### src/hw/rtl/lft_pkg.sv
// Shared types, constants and helper functions of the line field tokenizer.
// Used by every module of the block; depends on nothing.
`default_nettype none

package lft_pkg;

	// Number of bytes in each character set register.
	localparam int SET_BYTES = 8;
	// Depth of the queue between front and back.
	localparam int QDEPTH = 4;
	// Configuration address width: five 64-bit registers at 8-byte spacing.
	localparam int ADDR_W = 6;
	localparam int DATA_W = 64;

	// Character constants.
	localparam logic [7:0] CHAR_NUL    = 8'h00;
	localparam logic [7:0] CHAR_LF     = 8'h0A;
	localparam logic [7:0] CHAR_CR     = 8'h0D;
	localparam logic [7:0] CHAR_DQUOTE = 8'h22;
	localparam logic [7:0] CHAR_BSLASH = 8'h5C;

	// Register reset values.
	localparam logic [63:0] SEP_RESET   = 64'h0000_000C_0D0B_0920;
	localparam logic [63:0] DELIM_RESET = 64'h0;
	localparam logic [63:0] EOL_RESET   = 64'h0000_0000_0000_0D0A;
	localparam logic [63:0] QUOTE_RESET = 64'h0;

	typedef enum logic [1:0] {
		KIND_BYTE,
		KIND_FIELD_END,
		KIND_LINE_END,
		KIND_INPUT_END
	} kind_t;

	typedef struct packed {
		logic [7:0] text_byte;
		logic       input_end;
	} item_t;

	typedef struct packed {
		kind_t       kind;
		logic [7:0]  field_byte;
		logic [15:0] line_number;
		logic        last_result;
	} result_t;

	// One queue entry holds all results of one input word.
	typedef struct packed {
		logic    two;
		result_t rec0;
		result_t rec1;
	} entry_t;

	typedef struct packed {
		logic [63:0] separator_set;
		logic [63:0] delimiter_set;
		logic [63:0] line_end_set;
		logic [63:0] quote_set;
		logic        keep_quotes;
	} cfg_t;

	// True when c is a nonzero byte found in the packed set.
	function automatic logic is_member(logic [63:0] set, logic [7:0] c);
		logic hit;
		hit = 1'b0;
		for (int i = 0; i < SET_BYTES; i++) begin
			if (set[8*i +: 8] == c) begin
				hit = 1'b1;
			end
		end
		return hit && (c != CHAR_NUL);
	endfunction

	function automatic result_t make_result(kind_t k, logic [7:0] b, logic [15:0] ln);
		result_t r;
		r.kind        = k;
		r.field_byte  = b;
		r.line_number = ln;
		r.last_result = 1'b0;
		return r;
	endfunction

endpackage

`default_nettype wire

### src/hw/rtl/lft_regs.sv
// Configuration registers of the line field tokenizer behind an APB-style port.
// Depends on lft_pkg.
`default_nettype none

module lft_regs (
	input  wire logic                       clk,
	input  wire logic                       arst_n,
	input  wire logic                       psel,
	input  wire logic                       penable,
	input  wire logic                       pwrite,
	input  wire logic [lft_pkg::ADDR_W-1:0] paddr,
	input  wire logic [lft_pkg::DATA_W-1:0] pwdata,
	output logic      [lft_pkg::DATA_W-1:0] prdata,
	output logic                            pready,
	output lft_pkg::cfg_t                   cfg
);
	import lft_pkg::*;

	localparam logic [2:0] REG_SEP   = 3'd0;
	localparam logic [2:0] REG_DELIM = 3'd1;
	localparam logic [2:0] REG_EOL   = 3'd2;
	localparam logic [2:0] REG_QUOTE = 3'd3;
	localparam logic [2:0] REG_KEEP  = 3'd4;

	cfg_t       cfg_q;
	logic [2:0] index;
	logic       wr;

	assign index  = paddr[ADDR_W-1:3];
	assign wr     = psel && penable && pwrite;
	assign pready = 1'b1;
	assign cfg    = cfg_q;

	// Register writes in the access phase.
	always_ff @(posedge clk or negedge arst_n) begin
		if (!arst_n) begin
			cfg_q.separator_set <= SEP_RESET;
			cfg_q.delimiter_set <= DELIM_RESET;
			cfg_q.line_end_set  <= EOL_RESET;
			cfg_q.quote_set     <= QUOTE_RESET;
			cfg_q.keep_quotes   <= 1'b0;
		end else if (wr) begin
			unique case (index)
				REG_SEP:   cfg_q.separator_set <= pwdata;
				REG_DELIM: cfg_q.delimiter_set <= pwdata;
				REG_EOL:   cfg_q.line_end_set  <= pwdata;
				REG_QUOTE: cfg_q.quote_set     <= pwdata;
				REG_KEEP:  cfg_q.keep_quotes   <= pwdata[0];
				default: ;
			endcase
		end
	end

	// Read data.
	always_comb begin
		unique case (index)
			REG_SEP:   prdata = cfg_q.separator_set;
			REG_DELIM: prdata = cfg_q.delimiter_set;
			REG_EOL:   prdata = cfg_q.line_end_set;
			REG_QUOTE: prdata = cfg_q.quote_set;
			REG_KEEP:  prdata = {{(DATA_W-1){1'b0}}, cfg_q.keep_quotes};
			default:   prdata = '0;
		endcase
	end

endmodule

`default_nettype wire

### src/hw/rtl/lft_front.sv
// Front part of the tokenizer: accepts one text word per cycle while the queue is not full, classifies the byte,
// updates the field state and writes the word's results as one queue entry.
// Depends on lft_pkg.
`default_nettype none

module lft_front (
	input  wire logic           clk,
	input  wire logic           arst_n,
	input  wire lft_pkg::item_t item,
	input  wire logic           push,
	input  wire lft_pkg::cfg_t  cfg,
	input  wire logic           q_full,
	output logic                q_push,
	output lft_pkg::entry_t     q_data
);
	import lft_pkg::*;

	typedef enum logic [1:0] {
		LEAD_NONE,
		LEAD_SEP,
		LEAD_DELIM
	} lead_t;

	typedef struct packed {
		logic        in_field;
		lead_t       lead;
		logic [2:0]  quote_count;
		logic        escape;
		logic        cr;
		logic [15:0] line_count;
		logic        finished;
		logic        nonempty;
	} state_t;

	state_t      st_q;
	state_t      nxt;
	logic        accept;
	logic [7:0]  c;
	logic        is_delim;
	logic        is_eol;
	logic        is_sep;
	logic        is_quote;
	logic        even;
	logic        do_eol;
	logic [1:0]  n_v;
	logic [2:0]  qc_inc;
	result_t     rec_v [2];

	assign accept   = push && !q_full;
	assign c        = item.text_byte;
	assign is_delim = is_member(cfg.delimiter_set, c);
	assign is_eol   = is_member(cfg.line_end_set, c);
	assign is_sep   = is_member(cfg.separator_set, c);
	assign is_quote = is_member(cfg.quote_set, c);
	assign even     = !st_q.quote_count[0];
	assign qc_inc   = (st_q.quote_count == 3'd5) ? 3'd0 : st_q.quote_count + 3'd1;

	// Next state and the results of the current word.
	always_comb begin
		nxt      = st_q;
		n_v      = 2'd0;
		do_eol   = 1'b0;
		rec_v[0] = '0;
		rec_v[1] = '0;
		if (accept && !st_q.finished) begin
			if (item.input_end) begin
				if (st_q.in_field && st_q.nonempty) begin
					rec_v[n_v[0]] = make_result(KIND_FIELD_END, 8'd0, st_q.line_count);
					n_v = n_v + 2'd1;
				end
				rec_v[n_v[0]] = make_result(KIND_INPUT_END, 8'd0, st_q.line_count);
				n_v = n_v + 2'd1;
				nxt.in_field    = 1'b0;
				nxt.quote_count = 3'd0;
				nxt.nonempty    = 1'b0;
				nxt.escape      = 1'b0;
				nxt.lead        = LEAD_NONE;
				nxt.cr          = 1'b0;
				nxt.finished    = 1'b1;
			end else if (st_q.cr && c == CHAR_LF) begin
				// LF right after a line-ending CR is swallowed.
				nxt.cr = 1'b0;
			end else begin
				nxt.cr = 1'b0;
				if (st_q.escape) begin
					// Escaped byte is taken literally.
					nxt.escape = 1'b0;
					rec_v[n_v[0]] = make_result(KIND_BYTE, c, st_q.line_count);
					n_v = n_v + 2'd1;
					nxt.nonempty = 1'b1;
					if (!st_q.in_field) begin
						nxt.in_field    = 1'b1;
						nxt.lead        = LEAD_NONE;
						nxt.quote_count = 3'd0;
						if (c == CHAR_LF) begin
							nxt.line_count = st_q.line_count + 16'd1;
						end
					end
				end else if (!st_q.in_field) begin
					// Between fields: delimiter beats end of line beats separator.
					if (is_delim) begin
						if (st_q.lead != LEAD_SEP) begin
							rec_v[n_v[0]] = make_result(KIND_FIELD_END, 8'd0,
								st_q.line_count);
							n_v = n_v + 2'd1;
						end
						nxt.lead = LEAD_DELIM;
					end else if (c == CHAR_NUL || is_eol) begin
						do_eol = 1'b1;
					end else if (is_sep) begin
						if (st_q.lead == LEAD_NONE) begin
							nxt.lead = LEAD_SEP;
						end
					end else if (is_quote) begin
						nxt.in_field    = 1'b1;
						nxt.lead        = LEAD_NONE;
						nxt.quote_count = 3'd1;
						if (cfg.keep_quotes) begin
							rec_v[n_v[0]] = make_result(KIND_BYTE, c, st_q.line_count);
							n_v = n_v + 2'd1;
							nxt.nonempty = 1'b1;
						end
					end else if (c == CHAR_BSLASH) begin
						nxt.escape = 1'b1;
					end else begin
						nxt.in_field    = 1'b1;
						nxt.lead        = LEAD_NONE;
						nxt.quote_count = 3'd0;
						rec_v[n_v[0]] = make_result(KIND_BYTE, c, st_q.line_count);
						n_v = n_v + 2'd1;
						nxt.nonempty = 1'b1;
					end
				end else begin
					// Inside a field: ends only outside quotes, except on NUL.
					if (c == CHAR_NUL || (even && is_eol)) begin
						do_eol = 1'b1;
					end else if (even && (is_delim || is_sep)) begin
						rec_v[n_v[0]] = make_result(KIND_FIELD_END, 8'd0, st_q.line_count);
						n_v = n_v + 2'd1;
						nxt.in_field    = 1'b0;
						nxt.quote_count = 3'd0;
						nxt.nonempty    = 1'b0;
						nxt.escape      = 1'b0;
						nxt.lead        = is_delim ? LEAD_DELIM : LEAD_SEP;
					end else if (is_quote) begin
						nxt.quote_count = qc_inc;
						if (cfg.keep_quotes) begin
							rec_v[n_v[0]] = make_result(KIND_BYTE, c, st_q.line_count);
							n_v = n_v + 2'd1;
							nxt.nonempty = 1'b1;
						end else if (qc_inc == 3'd0 || qc_inc == 3'd3) begin
							// Every third quote yields one double quote.
							rec_v[n_v[0]] = make_result(KIND_BYTE, CHAR_DQUOTE,
								st_q.line_count);
							n_v = n_v + 2'd1;
							nxt.nonempty = 1'b1;
						end
					end else if (c == CHAR_BSLASH) begin
						nxt.escape = 1'b1;
					end else begin
						rec_v[n_v[0]] = make_result(KIND_BYTE, c, st_q.line_count);
						n_v = n_v + 2'd1;
						nxt.nonempty = 1'b1;
					end
				end
				// Line end closes any open field and counts the line.
				if (do_eol) begin
					if (st_q.in_field && st_q.nonempty) begin
						rec_v[n_v[0]] = make_result(KIND_FIELD_END, 8'd0, st_q.line_count);
						n_v = n_v + 2'd1;
					end
					rec_v[n_v[0]] = make_result(KIND_LINE_END, 8'd0,
						st_q.line_count + 16'd1);
					n_v = n_v + 2'd1;
					nxt.in_field    = 1'b0;
					nxt.quote_count = 3'd0;
					nxt.nonempty    = 1'b0;
					nxt.escape      = 1'b0;
					nxt.line_count  = st_q.line_count + 16'd1;
					nxt.lead        = LEAD_NONE;
					nxt.cr          = (c == CHAR_CR);
				end
			end
		end
		// Mark the final result of the word.
		if (n_v == 2'd1) begin
			rec_v[0].last_result = 1'b1;
		end else if (n_v == 2'd2) begin
			rec_v[1].last_result = 1'b1;
		end
	end

	assign q_push      = (n_v != 2'd0);
	assign q_data.two  = (n_v == 2'd2);
	assign q_data.rec0 = rec_v[0];
	assign q_data.rec1 = rec_v[1];

	// Field state.
	always_ff @(posedge clk or negedge arst_n) begin
		if (!arst_n) begin
			st_q <= '0;
		end else begin
			st_q <= nxt;
		end
	end

	// After input end nothing more is queued.
	a_no_push_after_end: assert property (@(posedge clk) disable iff (!arst_n)
		st_q.finished |-> !q_push)
		else $error("entry queued after input end");

	// Exactly the final record of an entry carries the last mark.
	a_last_mark: assert property (@(posedge clk) disable iff (!arst_n)
		q_push |-> (q_data.two ? (q_data.rec1.last_result && !q_data.rec0.last_result)
			: q_data.rec0.last_result))
		else $error("last mark misplaced in queue entry");

	// A word is never queued while the queue is full.
	a_push_room: assert property (@(posedge clk) disable iff (!arst_n)
		q_full |-> !q_push)
		else $error("entry queued into a full queue");

endmodule

`default_nettype wire

### src/hw/rtl/lft_queue.sv
// Short queue of result entries between the front and back parts.
// Depends on lft_pkg.
`default_nettype none

module lft_queue (
	input  wire logic            clk,
	input  wire logic            arst_n,
	input  wire logic            wr,
	input  wire lft_pkg::entry_t wdata,
	output logic                 full,
	input  wire logic            rd,
	output lft_pkg::entry_t      rdata,
	output logic                 empty
);
	import lft_pkg::*;

	localparam int PTR_W = $clog2(QDEPTH);

	entry_t           mem [QDEPTH];
	logic [PTR_W-1:0] wr_ptr_q;
	logic [PTR_W-1:0] rd_ptr_q;
	logic [PTR_W:0]   count_q;
	logic             do_wr;
	logic             do_rd;

	assign full  = (count_q == (PTR_W+1)'(QDEPTH));
	assign empty = (count_q == '0);
	assign do_wr = wr && !full;
	assign do_rd = rd && !empty;
	assign rdata = mem[rd_ptr_q];

	// Entry storage.
	always_ff @(posedge clk) begin
		if (do_wr) begin
			mem[wr_ptr_q] <= wdata;
		end
	end

	// Pointers and fill count.
	always_ff @(posedge clk or negedge arst_n) begin
		if (!arst_n) begin
			wr_ptr_q <= '0;
			rd_ptr_q <= '0;
			count_q  <= '0;
		end else begin
			if (do_wr) begin
				wr_ptr_q <= (wr_ptr_q == PTR_W'(QDEPTH-1)) ? '0 : wr_ptr_q + PTR_W'(1);
			end
			if (do_rd) begin
				rd_ptr_q <= (rd_ptr_q == PTR_W'(QDEPTH-1)) ? '0 : rd_ptr_q + PTR_W'(1);
			end
			count_q <= count_q + (PTR_W+1)'(do_wr) - (PTR_W+1)'(do_rd);
		end
	end

endmodule

`default_nettype wire

### src/hw/rtl/lft_back.sv
// Back part of the tokenizer: takes queue entries and hands out their results
// one result at a time from an output register. Depends on lft_pkg.
`default_nettype none

module lft_back (
	input  wire logic            clk,
	input  wire logic            arst_n,
	input  wire lft_pkg::entry_t q_data,
	input  wire logic            q_empty,
	output logic                 q_pop,
	output lft_pkg::result_t     result,
	output logic                 empty,
	input  wire logic            pop
);
	import lft_pkg::*;

	entry_t ent_q;
	logic   valid_q;
	logic   sel_q;
	logic   taken;
	logic   advance;

	assign taken   = pop && valid_q;
	assign advance = !valid_q || (taken && (sel_q || !ent_q.two));
	assign q_pop   = advance && !q_empty;
	assign empty   = !valid_q;
	assign result  = sel_q ? ent_q.rec1 : ent_q.rec0;

	// Output entry register and record select.
	always_ff @(posedge clk or negedge arst_n) begin
		if (!arst_n) begin
			valid_q <= 1'b0;
			sel_q   <= 1'b0;
		end else if (advance) begin
			valid_q <= !q_empty;
			sel_q   <= 1'b0;
		end else if (taken) begin
			sel_q <= 1'b1;
		end
	end

	always_ff @(posedge clk) begin
		if (advance) begin
			ent_q <= q_data;
		end
	end

	// The second record is only shown for a two-record entry.
	a_sel_two: assert property (@(posedge clk) disable iff (!arst_n)
		sel_q |-> (valid_q && ent_q.two))
		else $error("second record selected on a single-record entry");

	// Taking the first of two records moves on to the second.
	a_step_second: assert property (@(posedge clk) disable iff (!arst_n)
		(taken && !sel_q && ent_q.two) |=> (valid_q && sel_q))
		else $error("second record lost");

	// Taking a final record with work queued leaves a fresh entry in place.
	a_refill: assert property (@(posedge clk) disable iff (!arst_n)
		(taken && result.last_result && !q_empty) |=> (valid_q && !sel_q))
		else $error("queued entry not loaded");

endmodule

`default_nettype wire

### src/hw/rtl/line_field_tokenizer_unit.sv
// Line field tokenizer: splits a byte stream into field bytes and field, line
// and input end markers. One text word is taken per cycle while the result
// queue has room; a taken word's results pass through the queue and then the
// output register. Results leave at one per cycle while the receiver pops.
// Reset clears the field state, the line count and the queue, and loads the
// default character sets.
`default_nettype none

module line_field_tokenizer_unit (
	input  wire logic                       clk,
	input  wire logic                       arst_n,
	input  wire logic                       psel,
	input  wire logic                       penable,
	input  wire logic                       pwrite,
	input  wire logic [lft_pkg::ADDR_W-1:0] paddr,
	input  wire logic [lft_pkg::DATA_W-1:0] pwdata,
	output logic      [lft_pkg::DATA_W-1:0] prdata,
	output logic                            pready,
	input  wire lft_pkg::item_t             item,
	input  wire logic                       push,
	output logic                            full,
	output lft_pkg::result_t                result,
	output logic                            empty,
	input  wire logic                       pop
);
	import lft_pkg::*;

	cfg_t   cfg;
	entry_t wr_entry;
	entry_t rd_entry;
	logic   q_push;
	logic   q_full;
	logic   q_pop;
	logic   q_empty;

	assign full = q_full;

	lft_regs u_regs (
		.clk     (clk),
		.arst_n  (arst_n),
		.psel    (psel),
		.penable (penable),
		.pwrite  (pwrite),
		.paddr   (paddr),
		.pwdata  (pwdata),
		.prdata  (prdata),
		.pready  (pready),
		.cfg     (cfg)
	);

	lft_front u_front (
		.clk    (clk),
		.arst_n (arst_n),
		.item   (item),
		.push   (push),
		.cfg    (cfg),
		.q_full (q_full),
		.q_push (q_push),
		.q_data (wr_entry)
	);

	lft_queue u_queue (
		.clk    (clk),
		.arst_n (arst_n),
		.wr     (q_push),
		.wdata  (wr_entry),
		.full   (q_full),
		.rd     (q_pop),
		.rdata  (rd_entry),
		.empty  (q_empty)
	);

	lft_back u_back (
		.clk     (clk),
		.arst_n  (arst_n),
		.q_data  (rd_entry),
		.q_empty (q_empty),
		.q_pop   (q_pop),
		.result  (result),
		.empty   (empty),
		.pop     (pop)
	);

endmodule

`default_nettype wire

### config.mk
export PLATFORM = sky130hd
export DESIGN_NAME = line_field_tokenizer_unit
export DESIGN_NICKNAME = d
export VERILOG_FILES = /design/src/hw/rtl/lft_pkg.sv /design/src/hw/rtl/lft_regs.sv /design/src/hw/rtl/lft_front.sv /design/src/hw/rtl/lft_queue.sv /design/src/hw/rtl/lft_back.sv /design/src/hw/rtl/line_field_tokenizer_unit.sv
export SDC_FILE = /design/constraint.sdc
export NUM_CORES = 1
export LEC_CHECK = 0
export ABC_AREA = 1
export BUFFER_PORTS_ARGS = -buffer_cell sky130_fd_sc_hd__buf_2
export CAP_MARGIN = 40
export CORE_MARGIN = 1
export CORE_UTILIZATION = 30
export CTS_BUF_LIST = sky130_fd_sc_hd__clkbuf_8
export DETAILED_ROUTE_END_ITERATION = 16
export PLACE_DENSITY = 0.56
export SYNTH_ARGS = -nofsm -noshare
export SYNTH_HDL_FRONTEND = slang
export SYNTH_SLANG_ARGS = --single-unit
### constraint.sdc
create_clock -name clk -period 10.7 [get_ports clk]
set_input_delay 1.07 -clock clk [delete_from_list [all_inputs] [get_ports clk]]
set_output_delay 1.07 -clock clk [all_outputs]
set_load 0.05 [all_outputs]
==> results.cfg <==
[outcome]
outcome = finished clean

[power_and_ir_drop]
power_uw = 6630
vdd_drop_max_uv = 178
leakage_uw = 0.0132
p_per_area_nw_per_um2 = 217

[sta]
tightestPinTransition_ns = 0.832
fin_tns_setup_ns = 0
final-max-slew-violation-count = 0
finalCriticalPeriod_ns = 5.61
relSlewSlack = 0.445
finalSetupViolations = 0
max_freq_mhz = 178
postLayoutSetupSlackWorst_ns = 5.09
rsz0062_at_grt = no
hold_violations = 0
period_share = 0.525
finClkSkew_ns = 0.0672

[critical_path]
crit_arrival_ns = 6.22
critical_path.most_common_cell = nand2_1
endpoint_kind = flop
crit_slowest_cell = inv_1
cp_max_fo = 39
critPathLaunchType = input port
slowest_delay_ns = 0.57
critical_path_required_ns = 11.30
crit_type = input port to flop

[cts]
cts_resized = 0
cts_num_sinks = 522
clk_pin_slew_ns = 0.06
numCtsBuffers = 91
cts_buffer_depth = 3
post_cts_buffers = 0
cts_tree = yes
cts.root.buffer_cell = clkbuf_8
hold_buffers = 0
worst_skew_pair.late_latency_ns = 0.72
h-tree-depth = 3

[route]
wl_per_cell_um = 18.3
drc = 0
vias = 21400
first_pass_iters = 5
viasPerCell = 4.83
postRouteAntennaNets = 0
drt-initial-drc-count = 1778
wl_mm = 81.1

[synth]
synth_area_um2 = 26600
synth_ff_type = dfrtp_1
ys_async_sr_fraction = 0.559
synth_cell_types = 59
yosys_warnings = 0
seq_area_frac_synth = 0.535
ys_ff_latch = 522
synth-edff-count = 230
synth_area_per_cell_um2 = 8.73
syn_inst = 3048
syn_nets = 3145

[final_layout]
layout_commonest_cell = nand2_1
register_area_um2 = 14200
multi_input_area_um2 = 10500
final_cell_mix = nand2_1, o21ai_0, inv_1
drive_gt1_frac = 0.137
syn2layout_area_growth_pct = 14.7
nNetsFinal = 3281
fin_util = 0.350
num-fill-cells = 9156

[die]
io-pin-count = 180
die-area_um2 = 89900
die_height_um = 300
die_w_um = 300
row_count = 108
core-area_um2 = 87300
start_util = 0.305

[global_route]
grt_max_degree = 83
grt.total_usage = 0.179
grt_pass1_wl_mm = 123
grt_pass1_vias = 20400
antenna_found_initial = 3
overflow = 0

[flow_run]
drv_cap = 0

[placed_design]
post-place-ws_ns = 4.50
port_buffers = 175
hpwl_mm = 51.8
gp_congestion = 0.837

[min_path]
min_path_type = input port to async pin
[stage by stage]
step           instance area [µm²]  cells  hold WS, ns
5_1_grt                      30500   4418        0.407
3_5_place_dp                 28600   4246        0.485
2_1_floorplan                26600   3048        0.464
6_report                     30500   4418        0.369
4_1_cts                      30500   4417        0.375
3_3_place_gp                 28300   4235        0.478
[cell type report]
class                           instances  area share
Antenna cell                            1   0.0000820
Clock buffer                          116      0.0523
Clock inverter                         55      0.0118
Inverter                              263      0.0328
Multi-Input combinational cell       2089       0.345
Sequential cell                       522       0.466
Tap cell                             1155      0.0473
Timing Repair Buffer                  217      0.0445
[per-layer routing]
layer	wire, µm	GRT usage	vias to the layer above
met5	0	0	-
met4	2490	0.0639	0
met3	4830	0.0276	136
met2	37300	0.287	695
met1	36400	0.243	10100
li1	-	-	10400
[logic make-up after synthesis]
kind of cell,share of synthesized area
flops,0.535
fa+ha+maj,0.00545
other cells,0.000141
buf+inv,0.0733
compound gates,0.136
simple gates,0.199
xor+xnor,0.0513
[final timing paths]
check	start	end	slack (ns)	cells past startpoint
setup / recovery	item[2]	u_queue.count_q[2]$_DFF_PN0_	5.09	29
hold / removal	arst_n	u_regs.cfg[116]$_DFFE_PN0P_	0.37	1
setup reg to reg	u_regs.cfg[209]$_DFFE_PN1P_	u_queue.count_q[2]$_DFF_PN0_	6.17	27
hold reg to reg	u_front.st_q[18]$_DFFE_PN0P_	u_front.st_q[18]$_DFFE_PN0P_	0.50	1
max in group asynchronous	arst_n	u_regs.cfg[220]$_DFFE_PN1P_	9.12	3
min in group clk	u_front.st_q[18]$_DFFE_PN0P_	u_front.st_q[18]$_DFFE_PN0P_	0.50	1
[critical path, delay by kind of cell]
kind | cells | cell delay [ns]
xor+xnor | 2 | 0.36
fa+ha+maj | 3 | 1.05
buf+inv | 5 | 1.31
simple gates | 19 | 2.39
[synthesized netlist by cell type, types with 2 or more instances]
cell type / n / area share
a21boi_1: 4 / 0.0011
a21oi_1: 31 / 0.0058
a221o_1: 8 / 0.0030
a221oi_1: 4 / 0.0013
a22oi_1: 50 / 0.014
a31oi_1: 5 / 0.0012
a32oi_1: 4 / 0.0013
buf_1: 7 / 0.00099
buf_2: 8 / 0.0015
buf_4: 14 / 0.0039
buf_6: 21 / 0.0089
buf_8: 7 / 0.0039
clkbuf_1: 117 / 0.017
clkinv_1: 2 / 0.00028
dfrtp_1: 276 / 0.26
dfstp_2: 16 / 0.016
edfxtp_1: 230 / 0.26
ha_1: 10 / 0.0047
inv_1: 246 / 0.035
inv_2: 12 / 0.0017
inv_4: 2 / 0.00047
nand2_1: 880 / 0.12
nand2_2: 9 / 0.0021
nand2_4: 7 / 0.0030
nand3_1: 51 / 0.0096
nand3_2: 5 / 0.0019
nand4_1: 48 / 0.011
nor2_1: 242 / 0.034
nor2_2: 10 / 0.0024
nor2_8: 2 / 0.0015
nor3_1: 16 / 0.0030
nor3_2: 3 / 0.0011
nor4_1: 6 / 0.0014
o2111ai_1: 2 / 0.00066
o211ai_1: 28 / 0.0079
o21ai_0: 398 / 0.075
o21ai_1: 24 / 0.0045
o221ai_1: 5 / 0.0016
o22ai_1: 64 / 0.015
xnor2_1: 138 / 0.045
xor2_1: 18 / 0.0059
[state kept, by name, summed over array words and instances, names as in the netlist]
register          flops
u_back.valid_q        1
u_queue.count_q       3
u_queue.rd_ptr_q      2
u_regs.cfg          257
u_back.ent_q         46
u_queue.mem         184
u_queue.wr_ptr_q      2
u_front.st_q         26
u_back.sel_q          1
[power breakdown]
group / leakage [µW] / switching, µW / total [µW] / internal, µW
Sequential: 0.00590 / 234 / 2720 / 2490
Combinational: 0.00615 / 1390 / 1980 / 585
Clock: 0.00113 / 875 / 1930 / 1060
Total: 0.0132 / 2500 / 6630 / 4130
No activity file was read; power rests on OpenSTA's default activity.
